File: src/rtl/skf_pkg.sv
// ----------------------------------------------------------------------------
// skf_pkg: shared types and constants of the scalar kalman filter
// register map, reset values and fixed-point widths used by all modules
// ----------------------------------------------------------------------------
package skf_pkg;

	// fixed-point widths
	localparam int unsigned DATA_BITS = 32;               // Q16.16 / Q8.24 words
	localparam int unsigned GAIN_BITS = 25;               // Q0.24 gain, 0..2^24
	localparam int unsigned FRAC_BITS = 24;
	localparam int unsigned PROD_BITS = DATA_BITS + GAIN_BITS;
	localparam int unsigned REM_BITS  = DATA_BITS + 2;    // divider partial remainder
	localparam int unsigned ADDR_BITS = 4;                // four 32-bit registers

	localparam logic [GAIN_BITS-1:0] GAIN_ONE = GAIN_BITS'(25'h100_0000);

	// register indexes (byte address 4*index)
	localparam logic [1:0] REG_PROCESS_NOISE      = 2'd0;
	localparam logic [1:0] REG_MEASUREMENT_NOISE  = 2'd1;
	localparam logic [1:0] REG_INITIAL_ESTIMATE   = 2'd2;
	localparam logic [1:0] REG_INITIAL_COVARIANCE = 2'd3;

	// register reset values
	localparam logic [DATA_BITS-1:0] RST_PROCESS_NOISE      = 32'd16777;
	localparam logic [DATA_BITS-1:0] RST_MEASUREMENT_NOISE  = 32'd167772;
	localparam logic [DATA_BITS-1:0] RST_INITIAL_ESTIMATE   = 32'd0;
	localparam logic [DATA_BITS-1:0] RST_INITIAL_COVARIANCE = 32'd16777216;

	// configuration seen by the filter core
	typedef struct packed {
		logic [DATA_BITS-1:0] process_noise;
		logic [DATA_BITS-1:0] measurement_noise;
		logic [DATA_BITS-1:0] initial_estimate;
		logic [DATA_BITS-1:0] initial_covariance;
	} cfg_t;

endpackage

File: src/rtl/skf_if.sv
// ----------------------------------------------------------------------------
// skf_if: valid/ready channels of the scalar kalman filter
// measurement channel and estimate channel, each with source and sink views
// ----------------------------------------------------------------------------
interface skf_in_if #(
	parameter int unsigned MEAS_BITS = 16
);
	logic                 valid;
	logic                 ready;
	logic [MEAS_BITS-1:0] measurement;
	logic                 restart;

	modport source (output valid, output measurement, output restart, input ready);
	modport sink   (input valid, input measurement, input restart, output ready);
endinterface

interface skf_out_if;
	logic        valid;
	logic        ready;
	logic [31:0] estimate;
	logic [15:0] estimate_integer;

	modport source (output valid, output estimate, output estimate_integer, input ready);
	modport sink   (input valid, input estimate, input estimate_integer, output ready);
endinterface

File: src/rtl/skf_cfg.sv
// ----------------------------------------------------------------------------
// skf_cfg: configuration register file
// apb-style write/read port over the four filter registers
// ----------------------------------------------------------------------------
module skf_cfg (
	input  logic                            clk,
	input  logic                            arst_n,
	input  logic                            psel,
	input  logic                            penable,
	input  logic                            pwrite,
	input  logic [skf_pkg::ADDR_BITS-1:0]   paddr,
	input  logic [skf_pkg::DATA_BITS-1:0]   pwdata,
	output logic [skf_pkg::DATA_BITS-1:0]   prdata,
	output logic                            pready,
	output skf_pkg::cfg_t                   cfg
);

	skf_pkg::cfg_t cfg_q;
	logic [1:0]    reg_idx;
	logic          wr_en;

	assign reg_idx = paddr[3:2];
	assign wr_en   = psel & penable & pwrite;
	assign pready  = 1'b1;
	assign cfg     = cfg_q;

	// register writes
	always_ff @(posedge clk or negedge arst_n) begin
		if (!arst_n) begin
			cfg_q.process_noise      <= skf_pkg::RST_PROCESS_NOISE;
			cfg_q.measurement_noise  <= skf_pkg::RST_MEASUREMENT_NOISE;
			cfg_q.initial_estimate   <= skf_pkg::RST_INITIAL_ESTIMATE;
			cfg_q.initial_covariance <= skf_pkg::RST_INITIAL_COVARIANCE;
		end else if (wr_en) begin
			unique case (reg_idx)
				skf_pkg::REG_PROCESS_NOISE:      cfg_q.process_noise      <= pwdata;
				skf_pkg::REG_MEASUREMENT_NOISE:  cfg_q.measurement_noise  <= pwdata;
				skf_pkg::REG_INITIAL_ESTIMATE:   cfg_q.initial_estimate   <= pwdata;
				skf_pkg::REG_INITIAL_COVARIANCE: cfg_q.initial_covariance <= pwdata;
				default: ;
			endcase
		end
	end

	// read mux
	always_comb begin
		unique case (reg_idx)
			skf_pkg::REG_PROCESS_NOISE:      prdata = cfg_q.process_noise;
			skf_pkg::REG_MEASUREMENT_NOISE:  prdata = cfg_q.measurement_noise;
			skf_pkg::REG_INITIAL_ESTIMATE:   prdata = cfg_q.initial_estimate;
			skf_pkg::REG_INITIAL_COVARIANCE: prdata = cfg_q.initial_covariance;
			default:                         prdata = '0;
		endcase
	end

endmodule

File: src/rtl/skf_core.sv
// ----------------------------------------------------------------------------
// skf_core: filter sequencer with shared divide step and shared multiplier
// predict, restoring gain division one bit per cycle, two shared multiplies
// ----------------------------------------------------------------------------
module skf_core #(
	parameter int unsigned MEASUREMENT_BITS = 16
) (
	input  logic            clk,
	input  logic            arst_n,
	input  skf_pkg::cfg_t   cfg,
	skf_in_if.sink          in_ch,
	skf_out_if.source       out_ch
);

	localparam int unsigned DW = skf_pkg::DATA_BITS;
	localparam int unsigned GW = skf_pkg::GAIN_BITS;
	localparam int unsigned FW = skf_pkg::FRAC_BITS;
	localparam int unsigned PW = skf_pkg::PROD_BITS;
	localparam int unsigned RW = skf_pkg::REM_BITS;
	localparam int unsigned ZW = (MEASUREMENT_BITS > 16) ? MEASUREMENT_BITS : 16;
	localparam logic [4:0]  DIV_LAST = 5'(GW - 1);

	typedef enum logic [2:0] {
		S_IDLE,
		S_PRED,
		S_DEN,
		S_DIV,
		S_MUL1,
		S_MUL2,
		S_FIN
	} state_t;

	state_t          state_q;
	logic [DW-1:0]   x_q;        // estimate, Q16.16
	logic [DW-1:0]   p_q;        // covariance, Q8.24
	logic [DW-1:0]   zq_q;       // measurement in Q16.16
	logic [DW-1:0]   pp_q;       // predicted covariance
	logic [DW:0]     den_q;      // pp + R, full width
	logic [RW-1:0]   rem_q;
	logic [GW-1:0]   quo_q;      // gain, Q0.24
	logic [4:0]      cnt_q;
	logic [DW-1:0]   diff_q;
	logic            up_q;
	logic [PW-1:0]   prod_q;
	logic            out_valid_q;
	logic [DW-1:0]   est_q;

	// measurement to Q16.16 with saturation
	logic [ZW-1:0]   z_ext;
	logic            z_over;
	logic [DW-1:0]   zq_w;
	assign z_ext  = ZW'(in_ch.measurement);
	assign z_over = |(z_ext >> 16);
	assign zq_w   = z_over ? '1 : {z_ext[15:0], 16'b0};

	// saturating predict
	logic [DW:0]     pp_sum;
	assign pp_sum = {1'b0, p_q} + {1'b0, cfg.process_noise};

	// shared restoring divide step
	logic [RW-1:0]   den_ext;
	logic            div_bit;
	logic [RW-1:0]   rem_next;
	assign den_ext  = RW'(den_q);
	assign div_bit  = (rem_q >= den_ext) && (den_q != '0);
	assign rem_next = div_bit ? (rem_q - den_ext) : rem_q;

	// shared multiplier
	logic [DW-1:0]   mul_a;
	logic [GW-1:0]   mul_b;
	logic [PW-1:0]   mul_p;
	always_comb begin
		if (state_q == S_MUL1) begin
			mul_a = diff_q;
			mul_b = quo_q;
		end else begin
			mul_a = pp_q;
			mul_b = skf_pkg::GAIN_ONE - quo_q;
		end
	end
	assign mul_p = PW'(mul_a) * PW'(mul_b);

	logic [DW-1:0]   prod_hi;
	assign prod_hi = prod_q[FW +: DW];

	assign in_ch.ready             = (state_q == S_IDLE);
	assign out_ch.valid            = out_valid_q;
	assign out_ch.estimate         = est_q;
	assign out_ch.estimate_integer = est_q[DW-1:16];

	// sequencer, filter state and output word
	always_ff @(posedge clk or negedge arst_n) begin
		if (!arst_n) begin
			state_q     <= S_IDLE;
			x_q         <= skf_pkg::RST_INITIAL_ESTIMATE;
			p_q         <= skf_pkg::RST_INITIAL_COVARIANCE;
			out_valid_q <= 1'b0;
			cnt_q       <= '0;
		end else begin
			// a taken word frees the output unless a new one is loaded now
			if (out_valid_q && out_ch.ready && state_q != S_FIN) begin
				out_valid_q <= 1'b0;
			end
			unique case (state_q)
				S_IDLE: begin
					if (in_ch.valid) begin
						zq_q <= zq_w;
						if (in_ch.restart) begin
							x_q <= cfg.initial_estimate;
							p_q <= cfg.initial_covariance;
						end
						state_q <= S_PRED;
					end
				end
				S_PRED: begin
					pp_q <= pp_sum[DW] ? '1 : pp_sum[DW-1:0];
					if (zq_q >= x_q) begin
						diff_q <= zq_q - x_q;
						up_q   <= 1'b1;
					end else begin
						diff_q <= x_q - zq_q;
						up_q   <= 1'b0;
					end
					state_q <= S_DEN;
				end
				S_DEN: begin
					den_q   <= {1'b0, pp_q} + {1'b0, cfg.measurement_noise};
					rem_q   <= RW'(pp_q);
					quo_q   <= '0;
					cnt_q   <= DIV_LAST;
					state_q <= S_DIV;
				end
				S_DIV: begin
					quo_q <= {quo_q[GW-2:0], div_bit};
					rem_q <= {rem_next[RW-2:0], 1'b0};
					cnt_q <= cnt_q - 5'd1;
					if (cnt_q == '0) begin
						state_q <= S_MUL1;
					end
				end
				S_MUL1: begin
					prod_q  <= mul_p;
					state_q <= S_MUL2;
				end
				S_MUL2: begin
					x_q     <= up_q ? (x_q + prod_hi) : (x_q - prod_hi);
					prod_q  <= mul_p;
					state_q <= S_FIN;
				end
				S_FIN: begin
					if (!out_valid_q || out_ch.ready) begin
						p_q         <= prod_hi;
						est_q       <= x_q;
						out_valid_q <= 1'b1;
						state_q     <= S_IDLE;
					end
				end
				default: state_q <= S_IDLE;
			endcase
		end
	end

endmodule

File: src/rtl/scalar_kalman_filter_top.sv
// ----------------------------------------------------------------------------
// scalar_kalman_filter_top: one-dimensional kalman filter for heading samples
// an accepted measurement runs predict, denominator, the 25-step gain division,
// two multiplies, then waits for a free output to load the estimate word;
// the input is not ready while a measurement is in work
// reset: async, active low; registers and filter state take their reset values
// ----------------------------------------------------------------------------
module scalar_kalman_filter_top #(
	parameter int unsigned MEASUREMENT_BITS = 16
) (
	input  logic                            clk,
	input  logic                            arst_n,
	input  logic                            psel,
	input  logic                            penable,
	input  logic                            pwrite,
	input  logic [skf_pkg::ADDR_BITS-1:0]   paddr,
	input  logic [skf_pkg::DATA_BITS-1:0]   pwdata,
	output logic [skf_pkg::DATA_BITS-1:0]   prdata,
	output logic                            pready,
	skf_in_if.sink                          in_ch,
	skf_out_if.source                       out_ch
);

	skf_pkg::cfg_t cfg;

	// configuration registers
	skf_cfg u_cfg (
		.clk     (clk),
		.arst_n  (arst_n),
		.psel    (psel),
		.penable (penable),
		.pwrite  (pwrite),
		.paddr   (paddr),
		.pwdata  (pwdata),
		.prdata  (prdata),
		.pready  (pready),
		.cfg     (cfg)
	);

	// filter core
	skf_core #(
		.MEASUREMENT_BITS (MEASUREMENT_BITS)
	) u_core (
		.clk    (clk),
		.arst_n (arst_n),
		.cfg    (cfg),
		.in_ch  (in_ch),
		.out_ch (out_ch)
	);

endmodule
File: src/flat_wrapper.sv
// flat-port wrapper written by rule: the top's interface ports become plain ports
module scalar_kalman_filter_top_flat 
#(
	parameter int unsigned MEASUREMENT_BITS = 16
)
  (clk, arst_n, psel, penable, pwrite, paddr, pwdata, prdata, pready, in_ch_valid, in_ch_measurement, in_ch_restart, in_ch_ready, out_ch_valid, out_ch_estimate, out_ch_estimate_integer, out_ch_ready);
  skf_in_if in_ch_i ();
  skf_out_if out_ch_i ();
  input  logic clk;
  input  logic arst_n;
  input  logic psel;
  input  logic penable;
  input  logic pwrite;
  input  logic [skf_pkg::ADDR_BITS-1:0] paddr;
  input  logic [skf_pkg::DATA_BITS-1:0] pwdata;
  output logic [skf_pkg::DATA_BITS-1:0] prdata;
  output logic pready;
  input wire logic [$bits(in_ch_i.valid)-1:0] in_ch_valid;
  input wire logic [$bits(in_ch_i.measurement)-1:0] in_ch_measurement;
  input wire logic [$bits(in_ch_i.restart)-1:0] in_ch_restart;
  output wire logic [$bits(in_ch_i.ready)-1:0] in_ch_ready;
  output wire logic [$bits(out_ch_i.valid)-1:0] out_ch_valid;
  output wire logic [$bits(out_ch_i.estimate)-1:0] out_ch_estimate;
  output wire logic [$bits(out_ch_i.estimate_integer)-1:0] out_ch_estimate_integer;
  input wire logic [$bits(out_ch_i.ready)-1:0] out_ch_ready;
  assign in_ch_i.valid = in_ch_valid;
  assign in_ch_i.measurement = in_ch_measurement;
  assign in_ch_i.restart = in_ch_restart;
  assign in_ch_ready = in_ch_i.ready;
  assign out_ch_valid = out_ch_i.valid;
  assign out_ch_estimate = out_ch_i.estimate;
  assign out_ch_estimate_integer = out_ch_i.estimate_integer;
  assign out_ch_i.ready = out_ch_ready;
  scalar_kalman_filter_top #(.MEASUREMENT_BITS(MEASUREMENT_BITS)) u_core (.clk(clk), .arst_n(arst_n), .psel(psel), .penable(penable), .pwrite(pwrite), .paddr(paddr), .pwdata(pwdata), .prdata(prdata), .pready(pready), .in_ch(in_ch_i), .out_ch(out_ch_i));
endmodule
File: config.mk
export PLATFORM = sky130hd
export DESIGN_NAME = scalar_kalman_filter_top_flat
export DESIGN_NICKNAME = d
export VERILOG_FILES = /design/src/rtl/skf_pkg.sv /design/src/rtl/skf_if.sv /design/src/rtl/skf_cfg.sv /design/src/rtl/skf_core.sv /design/src/rtl/scalar_kalman_filter_top.sv /design/src/flat_wrapper.sv
export SDC_FILE = /design/constraint.sdc
export NUM_CORES = 2
export LEC_CHECK = 0
export ABC_CLOCK_PERIOD_IN_PS = 9800
export BUFFER_PORTS_ARGS = -buffer_cell sky130_fd_sc_hd__buf_2
export CORE_ASPECT_RATIO = 1.75
export CORE_MARGIN = 4
export CORE_UTILIZATION = 43
export CTS_CLUSTER_SIZE = 8
export DETAILED_ROUTE_END_ITERATION = 8
export HOLD_SLACK_MARGIN = 0.03
export PLACE_DENSITY = 0.58
export RECOVER_POWER = 50
export SYNTH_ARGS = -nofsm -noshare
export SYNTH_HDL_FRONTEND = slang
export SYNTH_HIERARCHICAL = 1
export SYNTH_SLANG_ARGS = --single-unit
File: constraint.sdc
create_clock -name clk -period 9.8 [get_ports clk]
set_input_delay 1.96 -clock clk [delete_from_list [all_inputs] [get_ports clk]]
set_output_delay 1.96 -clock clk [all_outputs]
set_load 0.005 [all_outputs]
==> impl_metrics.tcl <==
set metrics [dict create \
    status "complete, but fails checks" \
    failed_checks "max-capacitance violations, max-slew violations" \
    drv_slew 519 \
    cts.clk_slew.worst_paths_ps 60 \
    grt_max_degree 75 \
    drt-pass1-iter-count 6 \
    start_util_pct 43.2 \
    grt_pass1_vias 41683 \
    cpPeakStageDelay_ps 610 \
    hp-class "reg2reg" \
    avgRoutedWirePerCell_um 23.7 \
    cts_root_buffer "clkbuf_16" \
    dr.first_iter.drc_count 2953 \
    critPathRequiredTime_ps 10160 \
    ioPinCount 143 \
    track_usage_pct 27.3 \
    dp.final_hpwl_um 138000 \
    hold_viol_final 0 \
    place_congestion 0.937 \
    synth_area_leaders "fa_1 (27%), edfxtp_1 (14%), dfrtp_1 (9.0%)" \
    core_sq_um 118000 \
    synth-edff-count 237 \
    synth.most_common_cell "inv_1" \
    vias_per_cell 5.55 \
    cts_num_sinks 438 \
    cts_buffer_depth 3 \
    synth-seq-cells 438 \
    postRouteWirelength_um 170000 \
    timing.final.crit_share_pct 97.5 \
    grt_overflow 0 \
    numCtsBuffers 60 \
    max_freq_ghz 0.105 \
    areaGrowthSynthToFinish_pct 10.5 \
    grt_pass1_wl_um 254000 \
    die_x_um 269 \
    synth_cell_type_count 89 \
    cts_hold_buf 0 \
    worstSetupStartpointType "flop" \
    setup_viol 0 \
    crit_fanout 20 \
    arrival_ps 9910 \
    cp_num_buf_inv 8 \
    cts_tree "built" \
    path_class "reg2reg" \
    synth_ff_type "edfxtp_1" \
    yosysTopAreaCell "fa_1" \
    skew_ps 74.7 \
    ff2ff_path_depth 30 \
    critical_path.endpoint_type "flop" \
    synth_common_cells "inv_1 (873), nand2_1 (789), fa_1 (690)" \
    hp-start "u_core/u_cfg/cfg[24]$_DFFE_PN1P_" \
    r2r_slack_ps 240 \
    crit_slowest_cell "or4_4" \
    worstMarginPinSlew_ps 4270 \
    synthCells 5399 \
    antenna_found_initial 14 \
    seq_area_frac_synth_pct 23.8 \
    portBuffers 139 \
    syn_area_sq_um 51100 \
    syn_avg_cell_area_sq_um 9.46 \
    rsz0062_at_grt "false" \
    clock_latency_ps 670 \
    period_needed_ps 9560 \
    drive_gt1_share_pct 11.3 \
    r2r-end "u_core/u_core/prod_q[48]$_DFFE_PP_" \
    ant_nets 0 \
    nNetsFinal 6695 \
    synth.top_cell.area_share_pct 27.0 \
    hold_end "u_core/u_core/p_q[24]$_DFFE_PN1P_" \
    maxCapViolations 11 \
    rows 167 \
    fp.dieH_um 464 \
    yosysWarnings 6 \
    cp_common_cell "fa_1" \
    synthArstFlopShare_pct 45.9 \
    synthesis.nets 6496 \
    die-area_sq_um 125000 \
    slew_headroom_pct -185 \
    num_vias 39856 \
    drc 0 \
    crit_family "adder cells" \
    r2r_start "u_core/u_core/quo_q[8]$_SDFFCE_PN0P_" \
    htree_levels 2 \
    fillers 11296 \
    min_path_cells 2 \
    final.setup.tns_ps 0 \
]
-- cell type report --
| class | count | area, sq um | area share (%) |
|---|---|---|---|
| inverter | 875 | 3280 | 5.82 |
| clock buffer | 108 | 1680 | 2.98 |
| antenna | 8 | 20.0 | 0.0354 |
| multi-input combinational | 3855 | 34900 | 61.8 |
| tap | 1521 | 1900 | 3.37 |
| sequential | 438 | 12200 | 21.5 |
| timing repair buffer | 368 | 2450 | 4.33 |
| clock inverter | 3 | 68.8 | 0.122 |
-- routing by layer --
layer	part of all wire (%)	global-route usage, %	vias up
met5	0.049	0	-
met4	8.1	17.2	14
met3	4.8	3.43	497
met2	51	48.4	1339
met1	36	30.9	20235
li1	-	-	17771
-- kinds of logic (layout without fill, tap and decap cells) --
logic type,count (synthesis),after routing,share of synthesized area (%)
buffers and inverters,1106,1354,8.36
AOI/OAI and AO/OA,705,705,8.70
and+or+nand+nor,1661,1661,13.9
muxes,222,222,5.67
adders and majority gates,1037,1037,35.5
other,1,9,0.00734
xor gates and xnor gates,229,229,4.00
DFF,438,438,23.8
-- per-stage QoR --
step | worst slack [ps] | cells | util (%) | hold WS (ps) | cell area [sq um]
detailed placement | 93.4 | 7056 | 46.3 | 492 | 54700
floorplan | 788 | 5399 | - | 467 | 51100
global route | 1.67 | 7168 | 47.7 | 516 | 56500
CTS | 1.69 | 7167 | 47.7 | 489 | 56500
finish | 245 | 7176 | 47.8 | 503 | 56500
global placement | 119 | 7056 | 46.3 | 500 | 54700
-- how the worst max path moves through the flow --
| stage | to | startpoint | cells past startpoint | slack, ps |
|---|---|---|---|---|
| global placement | u_core/u_core/prod_q[40]$_DFFE_PP_ | u_core/u_core/quo_q[8]$_SDFFCE_PN0P_ | 32 | 120 |
| finish | u_core/u_core/prod_q[48]$_DFFE_PP_ | u_core/u_core/quo_q[8]$_SDFFCE_PN0P_ | 30 | 240 |
| global route | u_core/u_core/prod_q[48]$_DFFE_PP_ | u_core/u_core/state_q[2]$_DFFE_PN0P_ | 33 | 2 |
| detailed placement | u_core/u_core/prod_q[40]$_DFFE_PP_ | u_core/u_core/quo_q[8]$_SDFFCE_PN0P_ | 32 | 90 |
| floorplan | u_core/u_core/prod_q[55]$_DFFE_PP_ | u_core/u_core/quo_q[0]$_SDFFCE_PN0P_ | 34 | 790 |
| CTS | u_core/u_core/prod_q[40]$_DFFE_PP_ | u_core/u_core/quo_q[0]$_SDFFCE_PN0P_ | 33 | 2 |
-- cells in the final DEF (no fill, tap or decap), types with 33 or more instances in the layout --
cell	synthesis	layout
nor3_1	50	50
inv_1	873	873
ha_1	347	347
dfrtp_1	184	184
nand3_1	45	45
xor2_1	110	96
mux2_2	91	91
buf_4	19	208
a21oi_1	222	220
a21o_1	102	100
xnor2_1	117	110
nor2b_1	34	33
o21ai_0	118	118
fa_1	690	690
mux2i_1	61	61
clkbuf_16	0	60
and3_1	44	42
a31oi_1	68	68
edfxtp_1	237	237
clkbuf_1	182	76
nor2_1	526	525
buf_2	16	124
nand2_1	789	786
-- registers in the layout (all words and copies together), names as in the netlist, 16 cells and up --
signal	flops
u_core/u_core/p_q	32
u_core/u_core/den_q	33
u_core/u_core/rem_q	34
u_core/u_core/zq_q	16
u_core/u_core/diff_q	32
u_core/u_core/quo_q	25
u_core/u_core/out_ch.estimate	32
u_core/u_core/x_q	32
u_core/u_core/pp_q	32
u_core/u_cfg/cfg	128
u_core/u_core/prod_q	32
-- worst min-delay path, delay by kind of cell (launching register included) --
kind,cells,cell delay (ps)
flops,1,370
compound gates,1,70
simple gates,1,50
-- repair_timing --
item | CTS | global route
setup buffers | 0 | 1
gates resized for setup | 0 | 12
endpoints found under the setup margin | 0 | 16
Power is left out: the tool's default activity adds up to more than one toggle a clock period on the data nets, which glitch-free logic cannot reach.
